===== config.mk =====
export PLATFORM = sky130hd
export DESIGN_NAME = datagram_port_router
export DESIGN_NICKNAME = d
export VERILOG_FILES = /design/src/dpr_pkg.sv /design/src/dpr_alu.sv /design/src/dpr_desc_ram.sv /design/src/datagram_port_router.sv
export SDC_FILE = /design/constraint.sdc
export NUM_CORES = 2
export LEC_CHECK = 0
export BUFFER_PORTS_ARGS = -buffer_cell sky130_fd_sc_hd__buf_2
export CAP_MARGIN = 25
export CORE_UTILIZATION = 60
export CTS_CLUSTER_SIZE = 20
export DETAILED_ROUTE_END_ITERATION = 8
export PLACE_DENSITY = 0.8
export REMOVE_ABC_BUFFERS = 1
export SETUP_SLACK_MARGIN = 0.02
export SYNTH_ARGS = -nofsm -noshare
export SYNTH_HDL_FRONTEND = slang
export SYNTH_HIERARCHICAL = 1
export SYNTH_SLANG_ARGS = --single-unit

===== constraint.sdc =====
create_clock -name clk -period 10.6 [get_ports clk]
set_input_delay 1.06 -clock clk [delete_from_list [all_inputs] [get_ports clk]]
set_output_delay 1.06 -clock clk [all_outputs]
set_load 0.01 [all_outputs]

===== src/dpr_pkg.sv =====
// ----------------------------------------------------------------------------
// dpr_pkg
// Types and codes shared by the datagram port router and its checker.
// ----------------------------------------------------------------------------
package dpr_pkg;

	// number of ends; the end index fields below are sized for it
	localparam int END_COUNT = 8;

	// command codes
	localparam logic [1:0] CMD_SEND    = 2'd0;
	localparam logic [1:0] CMD_RECV    = 2'd1;
	localparam logic [1:0] CMD_CLOSE   = 2'd2;
	localparam logic [1:0] CMD_UNKNOWN = 2'd3;

	// destination kinds
	localparam logic [1:0] DK_UNICAST   = 2'd0;
	localparam logic [1:0] DK_BROADCAST = 2'd1;
	localparam logic [1:0] DK_INVALID   = 2'd2;
	localparam logic [1:0] DK_UNKNOWN   = 2'd3;

	// result status codes
	localparam logic [2:0] ST_OK       = 3'd0;
	localparam logic [2:0] ST_EMPTY    = 3'd1;
	localparam logic [2:0] ST_FULL     = 3'd2;
	localparam logic [2:0] ST_CLOSED   = 3'd3;
	localparam logic [2:0] ST_TOOLARGE = 3'd4;
	localparam logic [2:0] ST_UNREACH  = 3'd5;

	// configuration register indexes
	localparam logic [1:0] REG_MAX_DATAGRAM = 2'd0;
	localparam logic [1:0] REG_BYTE_BUDGET  = 2'd1;
	localparam logic [1:0] REG_BCAST_EN     = 2'd2;
	localparam logic [1:0] REG_ACTIVE_ENDS  = 2'd3;

	// byte arithmetic unit operations
	localparam logic ALU_ADD_CHECK = 1'b0;
	localparam logic ALU_SUB_SAT   = 1'b1;

	typedef struct packed {
		logic [1:0]  command;
		logic [2:0]  end_index;
		logic [1:0]  dest_kind;
		logic [15:0] dest_port;
		logic [15:0] length;
	} dpr_cmd_t;

	typedef struct packed {
		logic [2:0]  status;
		logic [2:0]  from_end;
		logic [15:0] rx_length;
		logic        end_open;
	} dpr_result_t;

	typedef struct packed {
		logic [2:0]  from_end;
		logic [15:0] rx_length;
	} dpr_desc_t;

endpackage


===== src/dpr_alu.sv =====
// ----------------------------------------------------------------------------
// dpr_alu
// Shared byte-count unit: budget check on add, saturating subtract on pop.
// ----------------------------------------------------------------------------
module dpr_alu import dpr_pkg::*; (
	input  logic        op,
	input  logic [20:0] a,
	input  logic [15:0] b,
	input  logic [19:0] budget,
	output logic [20:0] res,
	output logic        over
);

	logic [21:0] sum;

	always_comb begin
		sum  = {1'b0, a} + {6'd0, b};
		over = sum > {2'd0, budget};
		if (op == ALU_SUB_SAT) begin
			res = (a >= {5'd0, b}) ? (a - {5'd0, b}) : '0;
		end else begin
			res = sum[20:0];
		end
	end

endmodule


===== src/dpr_desc_ram.sv =====
// ----------------------------------------------------------------------------
// dpr_desc_ram
// Descriptor store: one write port, one registered read port.
// ----------------------------------------------------------------------------
module dpr_desc_ram import dpr_pkg::*; #(
	parameter int AW = 7
) (
	input  logic          clk,
	input  logic          we,
	input  logic [AW-1:0] waddr,
	input  dpr_desc_t     wdata,
	input  logic [AW-1:0] raddr,
	output dpr_desc_t     rdata
);

	dpr_desc_t mem [2**AW];

	always_ff @(posedge clk) begin
		if (we) begin
			mem[waddr] <= wdata;
		end
		rdata <= mem[raddr];
	end

endmodule


===== src/datagram_port_router.sv =====
// ----------------------------------------------------------------------------
// datagram_port_router
// Routes datagram descriptors between ends, each with its own receive queue.
// ----------------------------------------------------------------------------
//  channel   | handshake                 | payload
//  ----------+---------------------------+------------------------------
//  command   | start, busy (beat: start  | cmd (dpr_cmd_t)
//            | high while busy low)      |
//  result    | done, one-cycle strobe    | result (dpr_result_t)
//  config    | cfg_we                    | cfg_index, cfg_wdata
//
//  From accepted beat to strobe: close, rejects and unknown commands end in
//  S_DECIDE; unicast send passes S_DELIV; receive passes S_POP (registered
//  descriptor read); broadcast walks each existing end in S_BCAST, one queue per
//  cycle via the shared byte-count unit. A new beat is taken in the strobe cycle.
//  Reset: all ends attached, all queues empty, registers at their defaults.
//  The descriptor store is not cleared; only written entries are ever popped.
//  The receiver cannot stall: each result shows for exactly one cycle.
// ----------------------------------------------------------------------------
module datagram_port_router import dpr_pkg::*; #(
	parameter int QUEUE_DEPTH = 16
) (
	input  logic        clk,
	input  logic        arst_n,
	input  logic        cfg_we,
	input  logic [1:0]  cfg_index,
	input  logic [19:0] cfg_wdata,
	input  logic        start,
	input  dpr_cmd_t    cmd,
	output logic        busy,
	output logic        done,
	output dpr_result_t result
);

	localparam int EW = (END_COUNT > 1) ? $clog2(END_COUNT) : 1;
	localparam int QW = $clog2(QUEUE_DEPTH);
	localparam int CW = $clog2(QUEUE_DEPTH + 1);
	localparam int NW = $clog2(END_COUNT + 1);

	localparam logic [2:0] S_IDLE   = 3'd0;
	localparam logic [2:0] S_DECIDE = 3'd1;
	localparam logic [2:0] S_DELIV  = 3'd2;
	localparam logic [2:0] S_BCAST  = 3'd3;
	localparam logic [2:0] S_POP    = 3'd4;

	// configuration
	logic [15:0] max_q;
	logic [19:0] budget_q;
	logic        bcast_q;
	logic [3:0]  act_q;

	// per-end queue state
	logic          attached_q [END_COUNT];
	logic [20:0]   qbytes_q   [END_COUNT];
	logic [QW-1:0] head_q     [END_COUNT];
	logic [CW-1:0] count_q    [END_COUNT];

	// sequencer
	logic [2:0]    state_q;
	dpr_cmd_t      cmd_q;
	logic [EW-1:0] tgt_q;
	logic          done_q;
	dpr_result_t   res_q;

	logic [NW-1:0] n_ends;
	logic          self_ok;
	logic [EW-1:0] self_ix;
	logic          t_att;
	logic          t_can;
	logic          visit;
	logic          bcast_last;
	logic [CW:0]   tail_sum;
	logic [QW-1:0] tail;
	logic [QW-1:0] head_next;

	logic          alu_op;
	logic [20:0]   alu_a;
	logic [15:0]   alu_b;
	logic [20:0]   alu_res;
	logic          alu_over;

	logic           mem_we;
	dpr_desc_t      mem_wdata;
	dpr_desc_t      mem_rdata;
	logic [EW+QW-1:0] mem_waddr;
	logic [EW+QW-1:0] mem_raddr;

	// saturate the number of ends and check the issuing end exists
	always_comb begin
		n_ends  = ({28'd0, act_q} > 32'(END_COUNT)) ? NW'(END_COUNT) : NW'(act_q);
		self_ok = 32'(cmd_q.end_index) < 32'(n_ends);
		self_ix = EW'(cmd_q.end_index);
	end

	// share one byte-count unit between delivery and pop
	always_comb begin
		alu_op = (state_q == S_POP) ? ALU_SUB_SAT : ALU_ADD_CHECK;
		alu_a  = (state_q == S_POP) ? qbytes_q[self_ix] : qbytes_q[tgt_q];
		alu_b  = (state_q == S_POP) ? mem_rdata.rx_length : cmd_q.length;
	end

	dpr_alu u_alu (
		.op     (alu_op),
		.a      (alu_a),
		.b      (alu_b),
		.budget (budget_q),
		.res    (alu_res),
		.over   (alu_over)
	);

	// delivery into the current target queue
	always_comb begin
		t_att      = attached_q[tgt_q];
		t_can      = !alu_over && (count_q[tgt_q] < CW'(QUEUE_DEPTH));
		visit      = (state_q == S_DELIV) || (tgt_q != self_ix);
		bcast_last = 32'(tgt_q) == (32'(n_ends) - 32'd1);
		tail_sum   = {1'b0, CW'(head_q[tgt_q])} + {1'b0, count_q[tgt_q]};
		if (tail_sum >= (CW+1)'(QUEUE_DEPTH)) begin
			tail = QW'(tail_sum - (CW+1)'(QUEUE_DEPTH));
		end else begin
			tail = QW'(tail_sum);
		end
		head_next = (32'(head_q[self_ix]) + 32'd1 == 32'(QUEUE_DEPTH)) ?
			'0 : head_q[self_ix] + QW'(1);
		mem_we = ((state_q == S_DELIV) || (state_q == S_BCAST)) && visit && t_att && t_can;
		mem_waddr = {tgt_q, tail};
		mem_wdata.from_end  = cmd_q.end_index;
		mem_wdata.rx_length = cmd_q.length;
		mem_raddr = {self_ix, head_q[self_ix]};
	end

	dpr_desc_ram #(.AW(EW + QW)) u_ram (
		.clk   (clk),
		.we    (mem_we),
		.waddr (mem_waddr),
		.wdata (mem_wdata),
		.raddr (mem_raddr),
		.rdata (mem_rdata)
	);

	always_ff @(posedge clk or negedge arst_n) begin
		if (!arst_n) begin
			max_q    <= 16'd1200;
			budget_q <= 20'd65536;
			bcast_q  <= 1'b0;
			act_q    <= 4'd8;
			state_q  <= S_IDLE;
			done_q   <= 1'b0;
			tgt_q    <= '0;
			res_q    <= '0;
			for (int i = 0; i < END_COUNT; i++) begin
				attached_q[i] <= 1'b1;
				qbytes_q[i]   <= '0;
				head_q[i]     <= '0;
				count_q[i]    <= '0;
			end
		end else begin
			done_q <= 1'b0;
			if (cfg_we) begin
				case (cfg_index)
					REG_MAX_DATAGRAM: max_q    <= cfg_wdata[15:0];
					REG_BYTE_BUDGET:  budget_q <= cfg_wdata;
					REG_BCAST_EN:     bcast_q  <= cfg_wdata[0];
					REG_ACTIVE_ENDS:  act_q    <= cfg_wdata[3:0];
					default: ;
				endcase
			end
			case (state_q)
				S_IDLE: begin
					if (start) begin
						state_q <= S_DECIDE;
					end
				end
				S_DECIDE: begin
					// default: finish now with an empty receive part
					res_q.from_end  <= '0;
					res_q.rx_length <= '0;
					res_q.end_open  <= attached_q[self_ix];
					res_q.status    <= ST_OK;
					done_q  <= 1'b1;
					state_q <= S_IDLE;
					if (!self_ok) begin
						res_q.end_open <= 1'b0;
						if (cmd_q.command != CMD_UNKNOWN) begin
							res_q.status <= ST_CLOSED;
						end
					end else begin
						case (cmd_q.command)
							CMD_SEND: begin
								if (!attached_q[self_ix]) begin
									res_q.status <= ST_CLOSED;
								end else if (cmd_q.length > max_q) begin
									res_q.status <= ST_TOOLARGE;
								end else if (cmd_q.dest_kind == DK_BROADCAST) begin
									if (!bcast_q) begin
										res_q.status <= ST_UNREACH;
									end else begin
										// walk every end from zero
										tgt_q   <= '0;
										done_q  <= 1'b0;
										state_q <= S_BCAST;
									end
								end else if (cmd_q.dest_kind != DK_UNICAST) begin
									res_q.status <= ST_UNREACH;
								end else if (cmd_q.dest_port == 16'd0 ||
									32'(cmd_q.dest_port) > 32'(n_ends)) begin
									res_q.status <= ST_OK;
								end else begin
									tgt_q   <= EW'(cmd_q.dest_port - 16'd1);
									done_q  <= 1'b0;
									state_q <= S_DELIV;
								end
							end
							CMD_RECV: begin
								if (!attached_q[self_ix]) begin
									res_q.status <= ST_CLOSED;
								end else if (count_q[self_ix] == '0) begin
									res_q.status <= ST_EMPTY;
								end else begin
									// head descriptor read is in flight
									done_q  <= 1'b0;
									state_q <= S_POP;
								end
							end
							CMD_CLOSE: begin
								// detach and flush
								attached_q[self_ix] <= 1'b0;
								count_q[self_ix]    <= '0;
								head_q[self_ix]     <= '0;
								qbytes_q[self_ix]   <= '0;
								res_q.end_open      <= 1'b0;
							end
							default: ;
						endcase
					end
				end
				S_DELIV, S_BCAST: begin
					if (mem_we) begin
						count_q[tgt_q]  <= count_q[tgt_q] + CW'(1);
						qbytes_q[tgt_q] <= alu_res;
					end
					if (state_q == S_DELIV || bcast_last) begin
						res_q.status <= (state_q == S_DELIV && t_att && !t_can) ?
							ST_FULL : ST_OK;
						done_q  <= 1'b1;
						state_q <= S_IDLE;
					end else begin
						tgt_q <= tgt_q + EW'(1);
					end
				end
				S_POP: begin
					qbytes_q[self_ix] <= alu_res;
					head_q[self_ix]   <= head_next;
					count_q[self_ix]  <= count_q[self_ix] - CW'(1);
					res_q.status      <= ST_OK;
					res_q.from_end    <= mem_rdata.from_end;
					res_q.rx_length   <= mem_rdata.rx_length;
					done_q  <= 1'b1;
					state_q <= S_IDLE;
				end
				default: state_q <= S_IDLE;
			endcase
		end
	end

	// hold the command beat for the whole operation
	always_ff @(posedge clk) begin
		if (state_q == S_IDLE && start) begin
			cmd_q <= cmd;
		end
	end

	assign busy   = state_q != S_IDLE;
	assign done   = done_q;
	assign result = res_q;

endmodule


==> key figures <==
Status
  – Outcome: finished, violations left
  – Failing checks: DRC

Worst setup path
  – CP Data Arrival Time: 10.20 ns
  – WP data required: 11.12 ns
  – CP max stage cell: nor2_2
  – WS Path Type: reg2reg
  – Startpoint Class: flip-flop
  – Worst Path Max Fanout: 20
  – Reg-to-reg critical path startpoint: self_ix[0]$_DFFE_PP_
  – CP Capture Type: flip-flop
  – CP max stage delay: 1.05 ns
  – Flop2flop setup slack: 0.92 ns
  – RR Endpoint: u_ram/mem[40][5]$_DFFE_PP_
  – Worst Reg2Reg Path Length in Cells: 25

Clock tree
  – Hold-fix buffers, CTS: 0
  – Clock slew at reported path FFs: 0.06 ns
  – CTS Buf Count: 293
  – Clock root cell: clkbuf_16
  – Clock Latency Late Sink: 0.97 ns
  – Number of setup buffers added after CTS: 0
  – Clk sinks: 2,809
  – CTS tree: done
  – H-tree depth: 5
  – Resized cells post-CTS: 0
  – Max Buffers Root-to-Sink: 4

GRT
  – Global-route wire length before repair: 491,000 µm
  – Largest net degree at the start of global routing: 151
  – Total Routing Usage GR: 36.2%
  – Vias in the first global route: 64,000
  – Number of antenna violations at the first check in global routing: 38
  – GRT overflow: 0

Job
  – Max-cap check violation count: 0

STA
  – Slew headroom: 17.6%
  – Final setup TNS: 0 ns
  – Slew @ Worst Pin: 1.24 ns
  – Final period utilization: 91.3%
  – Final setup viols: 0
  – Fmax: 103 MHz
  – RSZ-0062 raised after global routing: false
  – Final hold violations: 0
  – Final WS setup: 0.918 ns
  – Min cycle time layout: 9.68 ns
  – Fin Clk Skew: 0.0873 ns
  – Max-slew violations: 0

Detailed routing
  – Met1 WL: 116,000 µm
  – Drt drc: 1
  – Final wirelength: 355,000 µm
  – Uppermost layer routed: met5
  – Final ANT Viol Nets: 0
  – First drt pass iteration count: 8
  – Met3 wire len: 49,000 µm
  – Routed vias: 66,400
  – Vias/cell: 7.53
  – Detailed router's first-iteration violation count: 12,400
  – Wire length on met2: 165,000 µm
  – Drt wl/cell: 40.3 µm

Synthesis
  – Mapped Cells: 5,798
  – Main synth FF type: edfxtp_1
  – Syn Area/Cell: 19.8 µm²
  – Synth Warn #: 6
  – Post-synth EDFFs: 2,471
  – Synth Cell Area: 115,000 µm²
  – Async SR Flop Fraction: 11.4%
  – Sequential area share after synthesis: 71.8%
  – Synth Register Bits: 2,809
  – Netlist cell types: 100

Place
  – # port buffers: 89
  – Dpl cells: 8,256
  – Dpl ws: 1.31 ns
  – Detailed placement HPWL: 188,000 µm
  – RD Place Congestion: 0.996

Finish
  – Final nets: 6,226
  – Layout Cells excl Fill: 8,819
  – Layout cells sized above 1: 29.9%
  – Area delta synth->final: 12.1%

Floorplanning
  – I/O pin count: 90
  – Die Y: 440 µm
  – Row Count: 160
  – Core area: 190,000 µm²
  – Die X: 440 µm
  – Die ar.: 194,000 µm²
  – Initial Utilization: 60.4%

Power and ir drop
  – Maximum VDD drop: 0.198 mV
  – PwrDens: 189 nW/µm²
  – P_leak: 0.0418 µW

Min path
  – Hold Path Class: in2async
[power by group]
| part | internal [µW] | switching, µW |
|---|---|---|
| Sequential | 12500 | 77.6 |
| Combinational | 368 | 1310 |
| Clock | 5720 | 4390 |
| Total | 18600 | 5780 |
[registers in the layout, summed over array words and instances, names as in the netlist]
register,flops
tgt_q,3
act_q,4
bcast_q,1
budget_q,20
self_ix,3
qbytes_q,168
count_q,40
head_q,32
attached_q,8
state_q,3
max_q,16
done,1
result,23
cmd_q,36
u_ram/rdata,19
u_ram/mem,2432
[worst max-delay path by stage]
stage	from	endpoint	slack (ns)	cells past startpoint
after floorplan	self_ix[0]$_DFFE_PP_	u_ram/rdata[0]$_DFF_P_	-20.22	8
after global placement	self_ix[0]$_DFFE_PP_	u_ram/mem[40][3]$_DFFE_PP_	1.30	24
after detailed placement	self_ix[0]$_DFFE_PP_	u_ram/mem[124][13]$_DFFE_PP_	1.31	25
after CTS	self_ix[0]$_DFFE_PP_	u_ram/mem[108][17]$_DFFE_PP_	1.18	25
after global routing	self_ix[0]$_DFFE_PP_	u_ram/mem[40][5]$_DFFE_PP_	0.78	24
final	self_ix[0]$_DFFE_PP_	u_ram/mem[40][5]$_DFFE_PP_	0.92	25
[routing by layer]
metal | up-vias | track usage, %
li1 | 24600 | -
met1 | 33800 | 49.1
met2 | 6640 | 54.9
met3 | 1409 | 8.81
met4 | 38 | 19.3
met5 | - | 0
[cell families after synthesis]
logic type                 share of synthesized area, %
muxes                                              17.7
adders and majority gates                         0.955
and+or+nand+nor                                    2.54
AOI/OAI and AO/OA                                  4.90
DFF                                                71.8
buffers and inverters                              1.89
xor gates and xnor gates                          0.296
[metrics by stage]
| step | util, % | power [µW] | cell area, µm² | hold WS [ns] |
|---|---|---|---|---|
| final | 67.8 | 24300 | 129000 | 0.204 |
| after global routing | 67.8 | 24700 | 129000 | 0.259 |
| after CTS | 67.4 | 24200 | 128000 | 0.216 |
| after detailed placement | 62.7 | 14300 | 119000 | 0.443 |
| after global placement | 62.6 | 14200 | 119000 | 0.451 |
| after floorplan | - | 13700 | 113000 | 0.433 |
[area by class of cell]
| type | instances | area, µm² |
|---|---|---|
| Fill cell | 11100 | 61300 |
| Antenna cell | 22 | 55.1 |
| Clock inverter | 149 | 1310 |
| Inverter | 103 | 404 |
| Sequential cell | 2809 | 82600 |
| Multi-Input combinational cell | 2518 | 30800 |
| Clock buffer | 357 | 7770 |
| Timing Repair Buffer | 350 | 2990 |
| Tap cell | 2511 | 3140 |
[layout by cell type, fill, tap and decap left out, types with 19 or more instances in the layout]
| cell | synthesis | routed |
|---|---|---|
| a21oi_1 | 139 | 130 |
| a221oi_1 | 44 | 44 |
| a22o_1 | 231 | 231 |
| a22oi_1 | 34 | 34 |
| buf_2 | 101 | 88 |
| buf_4 | 28 | 207 |
| buf_8 | 0 | 27 |
| bufinv_16 | 0 | 21 |
| clkbuf_1 | 162 | 52 |
| clkbuf_16 | 0 | 300 |
| clkinv_1 | 1 | 53 |
| clkinv_2 | 0 | 53 |
| dfrtp_1 | 305 | 302 |
| dfxtp_1 | 19 | 19 |
| diode_2 | 0 | 22 |
| edfxtp_1 | 2471 | 2471 |
| ha_1 | 83 | 83 |
| inv_1 | 100 | 96 |
| mux2_2 | 76 | 76 |
| mux2i_1 | 64 | 64 |
| mux4_2 | 835 | 835 |
| nand2_1 | 203 | 202 |
| nand2b_1 | 20 | 20 |
| nand3_1 | 45 | 45 |
| nor2_1 | 245 | 125 |
| nor2_2 | 3 | 123 |
| nor2b_1 | 27 | 26 |
| nor3_1 | 29 | 19 |
| o21ai_0 | 111 | 111 |
| o22ai_1 | 32 | 32 |
| xnor2_1 | 28 | 27 |
[Yosys cell counts (all sizes together), types with 77 or more instances]
library cell / number / share of area (%)
clkbuf: 164 / 0.54
mux2: 77 / 0.75
edfxtp: 2471 / 64
a22o: 231 / 1.8
a21oi: 141 / 0.62
dfrtp: 305 / 6.6
mux4: 835 / 16
nand2: 212 / 0.71
ha: 83 / 0.90
inv: 102 / 0.33
o21ai: 121 / 0.54
buf: 204 / 1.0
nor2: 249 / 0.83
[worst max-delay path: cells and delay by family, from the launching register on]
family	cells	cell delay (ns)
and+or+nand+nor	7	3.56
adders and majority gates	2	0.73
AOI/OAI and AO/OA	13	3.24
xor gates and xnor gates	1	0.18
DFF	1	1.04
buffers and inverters	2	0.49
Note: power is estimated with default switching activity, not from simulation.
